## src/pmst_pkg.sv

```systemverilog
package pmst_pkg;

	localparam int TABLE_SLOTS = 64;
	localparam int IDX_W       = (TABLE_SLOTS > 1) ? $clog2(TABLE_SLOTS) : 1;
	localparam int ID_W        = 31;
	localparam int FUNC_W      = 2;
	localparam int SLOT_W      = 6;

	localparam logic [FUNC_W-1:0] FUNC_ADD    = FUNC_W'(0);
	localparam logic [FUNC_W-1:0] FUNC_REMOVE = FUNC_W'(1);
	localparam logic [FUNC_W-1:0] FUNC_LOOKUP = FUNC_W'(2);

	typedef enum logic [1:0] {
		STAT_FOUND    = 2'd0,
		STAT_DONE     = 2'd1,
		STAT_FULL     = 2'd2,
		STAT_NOTFOUND = 2'd3
	} status_t;

	typedef enum logic [0:0] {
		ST_IDLE,
		ST_UPDATE
	} pmst_state_t;

	typedef struct packed {
		logic [FUNC_W-1:0] func;
		logic [ID_W-1:0]   block_id;
	} req_t;

	typedef struct packed {
		logic [SLOT_W-1:0] slot;
		status_t           status;
	} rsp_t;

	typedef struct packed {
		logic load;
		logic commit;
	} pmst_cmd_t;

	// Index of the lowest set bit; the lowest bit is isolated first so that
	// the index is a plain OR over independent one-hot positions.
	function automatic logic [IDX_W-1:0] lowest_idx(input logic [TABLE_SLOTS-1:0] v);
		logic [TABLE_SLOTS-1:0] oh;
		logic [IDX_W-1:0]       r;
		oh = v & ((~v) + TABLE_SLOTS'(1));
		r  = '0;
		for (int k = 0; k < TABLE_SLOTS; k++) begin
			if (oh[k]) begin
				r = r | IDX_W'(k);
			end
		end
		return r;
	endfunction

endpackage

```

## src/pmst_ctrl.sv

```systemverilog
module pmst_ctrl
	import pmst_pkg::*;
(
	input  logic      clk,
	input  logic      arst_n,
	input  logic      start,
	output logic      busy,
	output pmst_cmd_t cmd
);

	pmst_state_t state_q;
	pmst_state_t state_d;

	always_ff @(posedge clk or negedge arst_n) begin
		if (!arst_n) begin
			state_q <= ST_IDLE;
		end else begin
			state_q <= state_d;
		end
	end

	always_comb begin
		state_d = state_q;
		unique case (state_q)
			ST_IDLE: begin
				if (start) begin
					state_d = ST_UPDATE;
				end
			end
			ST_UPDATE: begin
				state_d = ST_IDLE;
			end
			default: begin
				state_d = ST_IDLE;
			end
		endcase
	end

	always_comb begin
		cmd.load   = 1'b0;
		cmd.commit = 1'b0;
		busy       = 1'b0;
		unique case (state_q)
			ST_IDLE: begin
				cmd.load = start;
			end
			ST_UPDATE: begin
				cmd.commit = 1'b1;
				busy       = 1'b1;
			end
			default: begin
				busy = 1'b0;
			end
		endcase
	end

endmodule

```

## src/pmst_dp.sv

```systemverilog
module pmst_dp
	import pmst_pkg::*;
(
	input  logic      clk,
	input  logic      arst_n,
	input  pmst_cmd_t cmd,
	input  req_t      req,
	output logic      done,
	output rsp_t      rsp
);

	logic [ID_W-1:0]        slot_ids_q [TABLE_SLOTS];
	logic [TABLE_SLOTS-1:0] valid_q;
	logic [TABLE_SLOTS-1:0] hit_vec;

	logic [TABLE_SLOTS-1:0] match_s1;
	logic [TABLE_SLOTS-1:0] free_s1;
	logic [FUNC_W-1:0]      func_s1;
	logic [ID_W-1:0]        id_s1;

	logic [IDX_W-1:0] hit_idx;
	logic [IDX_W-1:0] free_idx;
	logic             has_hit;
	logic             has_free;
	logic             wr_en;
	logic             clr_en;
	rsp_t             rsp_d;
	rsp_t             rsp_q;
	logic             done_q;

	// Every cell compares its own entry against the incoming id.
	always_comb begin
		for (int k = 0; k < TABLE_SLOTS; k++) begin
			hit_vec[k] = valid_q[k] && (slot_ids_q[k] == req.block_id);
		end
	end

	always_ff @(posedge clk) begin
		if (cmd.load) begin
			match_s1 <= hit_vec;
			free_s1  <= ~valid_q;
			func_s1  <= req.func;
			id_s1    <= req.block_id;
		end
	end

	assign hit_idx  = lowest_idx(match_s1);
	assign free_idx = lowest_idx(free_s1);
	assign has_hit  = |match_s1;
	assign has_free = |free_s1;

	always_comb begin
		wr_en        = 1'b0;
		clr_en       = 1'b0;
		rsp_d.slot   = '0;
		rsp_d.status = STAT_NOTFOUND;
		priority if (func_s1 == FUNC_ADD) begin
			if (has_hit) begin
				rsp_d.slot   = SLOT_W'(hit_idx);
				rsp_d.status = STAT_FOUND;
			end else if (has_free) begin
				wr_en        = 1'b1;
				rsp_d.slot   = SLOT_W'(free_idx);
				rsp_d.status = STAT_DONE;
			end else begin
				rsp_d.status = STAT_FULL;
			end
		end else if (func_s1 == FUNC_REMOVE) begin
			if (has_hit) begin
				clr_en       = 1'b1;
				rsp_d.slot   = SLOT_W'(hit_idx);
				rsp_d.status = STAT_DONE;
			end
		end else if (func_s1 == FUNC_LOOKUP) begin
			if (has_hit) begin
				rsp_d.slot   = SLOT_W'(hit_idx);
				rsp_d.status = STAT_FOUND;
			end
		end else begin
			rsp_d.status = STAT_NOTFOUND;
		end
	end

	always_ff @(posedge clk) begin
		if (cmd.commit && wr_en) begin
			slot_ids_q[free_idx] <= id_s1;
		end
	end

	always_ff @(posedge clk or negedge arst_n) begin
		if (!arst_n) begin
			valid_q <= '0;
		end else if (cmd.commit) begin
			if (wr_en) begin
				valid_q[free_idx] <= 1'b1;
			end else if (clr_en) begin
				valid_q[hit_idx] <= 1'b0;
			end
		end
	end

	always_ff @(posedge clk) begin
		if (cmd.commit) begin
			rsp_q <= rsp_d;
		end
	end

	always_ff @(posedge clk or negedge arst_n) begin
		if (!arst_n) begin
			done_q <= 1'b0;
		end else begin
			done_q <= cmd.commit;
		end
	end

	assign done = done_q;
	assign rsp  = rsp_q;

endmodule

```

## src/position_map_slot_table.sv

```systemverilog
// Position map slot table: a fully associative table of block ids, one
// valid bit per slot, with find-or-allocate, remove and lookup requests.
//
// Request channel: req carries the operation and the block id; a transfer
// takes place at a rising edge where start is high and busy is low.
// Result channel: done is high for exactly one cycle while rsp holds the
// slot and status of one request. The receiver cannot stall it, so each
// result must be taken in the cycle it is shown.
//
// The table compares the id against every slot in the transfer cycle and
// registers the hit and free vectors; the next cycle priority-encodes them
// and updates at most one slot. A new request may transfer in the cycle in
// which the previous result is shown, but not during the update cycle, in
// which busy is high.
//
// Reset clears every valid bit, leaving the table empty, and clears busy
// and done. Slot contents are not reset and are never read while invalid.
module position_map_slot_table
	import pmst_pkg::*;
(
	input  logic clk,
	input  logic arst_n,
	input  logic start,
	output logic busy,
	input  req_t req,
	output logic done,
	output rsp_t rsp
);

	pmst_cmd_t cmd;

	pmst_ctrl u_ctrl (
		.clk    (clk),
		.arst_n (arst_n),
		.start  (start),
		.busy   (busy),
		.cmd    (cmd)
	);

	pmst_dp u_dp (
		.clk    (clk),
		.arst_n (arst_n),
		.cmd    (cmd),
		.req    (req),
		.done   (done),
		.rsp    (rsp)
	);

	a_update_gives_result: assert property (@(posedge clk) disable iff (!arst_n)
		busy |=> done)
		else $error("update cycle not followed by a result");

	a_result_after_update: assert property (@(posedge clk) disable iff (!arst_n)
		done |-> $past(busy))
		else $error("result shown without an update cycle");

	a_transfer_starts_update: assert property (@(posedge clk) disable iff (!arst_n)
		(start && !busy) |=> busy)
		else $error("request transfer did not start an update");

	a_fail_slot_zero: assert property (@(posedge clk) disable iff (!arst_n)
		(done && (rsp.status == STAT_FULL || rsp.status == STAT_NOTFOUND))
			|-> (rsp.slot == '0))
		else $error("failed request reports a non-zero slot");

endmodule
```

## config.mk

```make
export PLATFORM = sky130hd
export DESIGN_NAME = position_map_slot_table
export DESIGN_NICKNAME = d
export VERILOG_FILES = /design/src/pmst_pkg.sv /design/src/pmst_ctrl.sv /design/src/pmst_dp.sv /design/src/position_map_slot_table.sv
export SDC_FILE = /design/constraint.sdc
export NUM_CORES = 2
export LEC_CHECK = 0
export BUFFER_PORTS_ARGS = -buffer_cell sky130_fd_sc_hd__buf_2
export CAP_MARGIN = 40
export CORE_MARGIN = 10
export CORE_UTILIZATION = 40
export CTS_CLUSTER_DIAMETER = 120
export CTS_CLUSTER_SIZE = 8
export DETAILED_ROUTE_END_ITERATION = 8
export GPL_TIMING_DRIVEN = 0
export PLACE_DENSITY = 0.56
export SYNTH_ARGS = -nofsm -noshare
export SYNTH_HDL_FRONTEND = slang
export SYNTH_HIERARCHICAL = 1
export SYNTH_SLANG_ARGS = --single-unit
```

## constraint.sdc

```tcl
create_clock -name clk -period 9.8 [get_ports clk]
set_input_delay 2.45 -clock clk [delete_from_list [all_inputs] [get_ports clk]]
set_output_delay 2.45 -clock clk [all_outputs]
set_load 0.01 [all_outputs]
```

==> results.cfg <==
[timing]
timing_max_transition_violations_final = 0
finalHoldWorstSlack_ns = 0.5062
rsz_0062_raised_after_global_routing = false
max_freq_mhz = 166.6
timing_worst_slew_pin_value_ns = 1.000
final_critical_path_setup_slack_ns = 3.798
finalClockSkew_ns = 0.08549
finalCritPeriodShare = 0.6124
slew_margin_rel = 0.3333
final_critical_delay_including_setup_and_external_delays_ns = 6.002
hold_viol = 0
report.final.setup_viol = 0

[critical_path]
regToRegSetupSlack_ns = 3.80
critical_path.endpoint = u_dp/slot_ids_q[62][18]
regToRegEndpoint = u_dp/slot_ids_q[62][18]
crit_startpoint = u_dp/match_s1[0]
category_of_the_critical_setup_timing_path = reg -> reg
cp.arrival_ns = 6.66
stage_delay_of_the_slowest_cell_on_the_critical_path_ns = 0.84
end_kind = register
cp.required_ns = 10.46
rr_startpoint = u_dp/match_s1[0]
crit_path_frequent_cell = sky130_fd_sc_hd__buf_6
ff2ff_path_depth = 14
crit_path_cell_count = 14
crit_chain = nor4_2, nand4_1, buf_2, nor3_2, nand3_2, nor3_2, and2_1, buf_6, nand2_1, nor3_2, buf_4, buf_6, buf_6, buf_6
slowest_stage = sky130_fd_sc_hd__nor4_2
path_buf_inv = 6
critPathLaunchType = register
worstPathMaxFanout = 10
critical-path-top-delay-family = simple AND/OR/NAND/NOR gates

[synthesis]
synth-edff-count = 2153
synth_xor_xnor_area_share = 0.1846
synth_top_cell_by_area = sky130_fd_sc_hd__edfxtp_1
synthAdderAreaFrac = 0
yosys.area_share.simple = 0.07690
synthesis.yosys.warnings = 6
yosys-top-cells-area = sky130_fd_sc_hd__edfxtp_1, sky130_fd_sc_hd__xor2_1, sky130_fd_sc_hd__xnor2_1
postSynthCellCount = 6024
yosys.area.top_type_share = 0.6899
synthArstFlopShare = 0.02974
proportion_of_synthesized_chip_area_in_sequential_cells = 0.7075
synth_nets = 6060
postSynthRegisterBits = 2219
synth-compound-area-share = 0.01649
synth_top_family_by_area = XOR/XNOR gates
synth_mux_area_frac = 0
netlist-cell-type-count = 79
synth_top_flop_cell = sky130_fd_sc_hd__edfxtp_1
syn_area_per_cell_um2 = 15.56
post_synth_instance_area_um2 = 93710

[route]
drtPass1Iterations = 6
wire_per_inst_um = 41.32
route.detailed.vias_per_inst = 6.097
dr.first_iter.drc_count = 10450
residual_antenna_violating_net_count_after_detailed_routing = 0
drc_violation_count_after_routing = 0
detailroute.via_count = 61200
route.final.wire_length_mm = 414.8

[power_and_ir_drop]
leakage_power_summed_over_all_cells_uw = 0.03870
vdd_drop_max_uv = 205.1
powerDensity_nw_per_um2 = 190.8
total_power_uw = 22100

[global_routing]
globalRouteTotalUtil = 0.3148
first_global_vias = 56000
globalRouteOverflowTotal = 0
antenna_found_initial = 20
grt_first_pass_wirelength_mm = 537.1
pin_count_of_the_biggest_net_entering_global_routing = 97

[floorplan]
core_um2 = 232800
io_pins = 46
start_util = 0.4026
floorplan.die.height_um = 504.0
die_area_um2 = 254000
fp.dieW_um = 504.0
rows = 177

[cells_and_area]
layout.nets = 6889
filler_cell_count = 19380
syn2layout_area_growth_pct = 23.59
layout.cell_area.non_filler_um2 = 115800
final_layout_size_suffix_gt1_frac = 0.1656
final_cell_count_no_fill = 10040

[min_path]
min_delay_path_depth = 1
min-delay-path-class = reg -> reg

[cts]
htreeDepth = 5
cts-resized-gates = 0
cts-root-buf = sky130_fd_sc_hd__clkbuf_16
clock_tree_from_tritoncts = built
clk_latency_ns = 0.97
numCtsBuffers = 327
tritoncts_num_sinks = 2219
clock_pin_slew_on_the_worst_setup_and_hold_paths_ns = 0.05
postCtsSetupRepairBufs = 0
holdBufCountCts = 0
clock_path_buffers = 4

[place]
dpl_cell_area_um2 = 107200
buffer_ports.inserted = 45
place_worst_setup_slack_ns = 3.282
routabilityCongestion = 0.9339
dp_hpwl_mm = 302.2
dp_cells = 9653

[run]
maxCapViolations = 0

[outcome]
status = finished clean
## Yosys cell counts, types with 28 or more instances
cell / n
sky130_fd_sc_hd__a21oi_1: 30
sky130_fd_sc_hd__buf_1: 64
sky130_fd_sc_hd__clkbuf_1: 165
sky130_fd_sc_hd__dfrtp_1: 66
sky130_fd_sc_hd__edfxtp_1: 2153
sky130_fd_sc_hd__inv_1: 106
sky130_fd_sc_hd__nand2_1: 121
sky130_fd_sc_hd__nand2b_1: 28
sky130_fd_sc_hd__nand3_1: 48
sky130_fd_sc_hd__nand4_1: 226
sky130_fd_sc_hd__nor2_1: 119
sky130_fd_sc_hd__nor3_1: 53
sky130_fd_sc_hd__nor4_1: 494
sky130_fd_sc_hd__o21ai_0: 90
sky130_fd_sc_hd__xnor2_1: 449
sky130_fd_sc_hd__xor2_1: 1526
## worst register-to-register path, stage by stage (launching register included)
cell                       delay [ns]
sky130_fd_sc_hd__edfxtp_1        0.67
sky130_fd_sc_hd__nor4_2          0.84
sky130_fd_sc_hd__nand4_1         0.48
sky130_fd_sc_hd__buf_2           0.34
sky130_fd_sc_hd__nor3_2          0.34
sky130_fd_sc_hd__nand3_2         0.25
sky130_fd_sc_hd__nor3_2          0.30
sky130_fd_sc_hd__and2_1          0.39
sky130_fd_sc_hd__buf_6           0.23
sky130_fd_sc_hd__nand2_1         0.35
sky130_fd_sc_hd__nor3_2          0.67
sky130_fd_sc_hd__buf_4           0.33
sky130_fd_sc_hd__buf_6           0.21
sky130_fd_sc_hd__buf_6           0.18
sky130_fd_sc_hd__buf_6           0.17
## state kept, by name (all words and copies together) (netlist names)
signal / cells
u_dp/rsp: 8
u_dp/slot_ids_q: 1984
u_dp/match_s1: 64
u_dp/valid_q: 64
u_dp/id_s1: 31
u_dp/free_s1: 64
u_dp/done: 1
u_dp/func_s1: 2
u_ctrl/state_q: 1
## routing by layer
layer  vias to the layer above  global-route usage  part of all wire
met4                        10              0.1787             0.070
li1                      23910                   -                 -
met2                      4574              0.4703              0.44
met3                       944             0.08509              0.13
met5                         -                   0           0.00019
met1                     31760              0.4140              0.37
## cell type report
type	instances	area, µm²	share of cell area
Sequential cell	2219	66300	0.5725
Multi-Input combinational cell	3452	26510	0.2289
Timing Repair Buffer	500	8919	0.07701
Clock buffer	367	8471	0.07314
Tap cell	3132	3919	0.03384
Buffer	247	1184	0.01022
Inverter	106	397.9	0.003435
Clock inverter	10	98.84	0.0008535
Antenna cell	5	12.51	0.0001080
## layout by cell type (no fill, tap or decap), drive strengths merged, types with 16 or more instances in the layout
master,count
a21oi,30
xnor2,449
nor4,502
or4,19
nand4,227
nand3,50
inv,113
or3,16
o21ai,115
nand2b,28
nor3,58
nand2,121
nor2,120
dfrtp,66
xor2,1526
clkbuf,533
buf,575
edfxtp,2153
## metrics by stage
stage | util | setup TNS (ns)
2_1_floorplan | - | 0
3_3_place_gp | 0.4204 | -35.22
3_5_place_dp | 0.4606 | 0
4_1_cts | 0.4974 | 0
5_1_grt | 0.4975 | 0
6_report | 0.4976 | 0
## power breakdown
| group | leakage [µW] | switching (µW) | internal (µW) |
|---|---|---|---|
| logic | 0.0143 | 1130 | 529 |
| registers | 0.0202 | 57.5 | 10400 |
| clock network | 0.00420 | 3950 | 5990 |
| total | 0.0387 | 5140 | 17000 |
## logic make-up after synthesis
logic type             count (synthesis)
flip-flops                          2219
XOR/XNOR                            1975
AND/OR/NAND/NOR                     1229
buffers and inverters                353
AO/OA/AOI/OAI                        248
## worst min-delay path by stage
stage / start / to
finish: u_ctrl/state_q / u_ctrl/state_q
global route: u_ctrl/state_q / u_ctrl/state_q
CTS: u_ctrl/state_q / u_ctrl/state_q
detailed placement: u_ctrl/state_q / u_ctrl/state_q
global placement: u_ctrl/state_q / u_ctrl/state_q
floorplan: u_dp/valid_q[43] / u_dp/valid_q[43]
No activity file was read; power rests on OpenSTA's default activity.
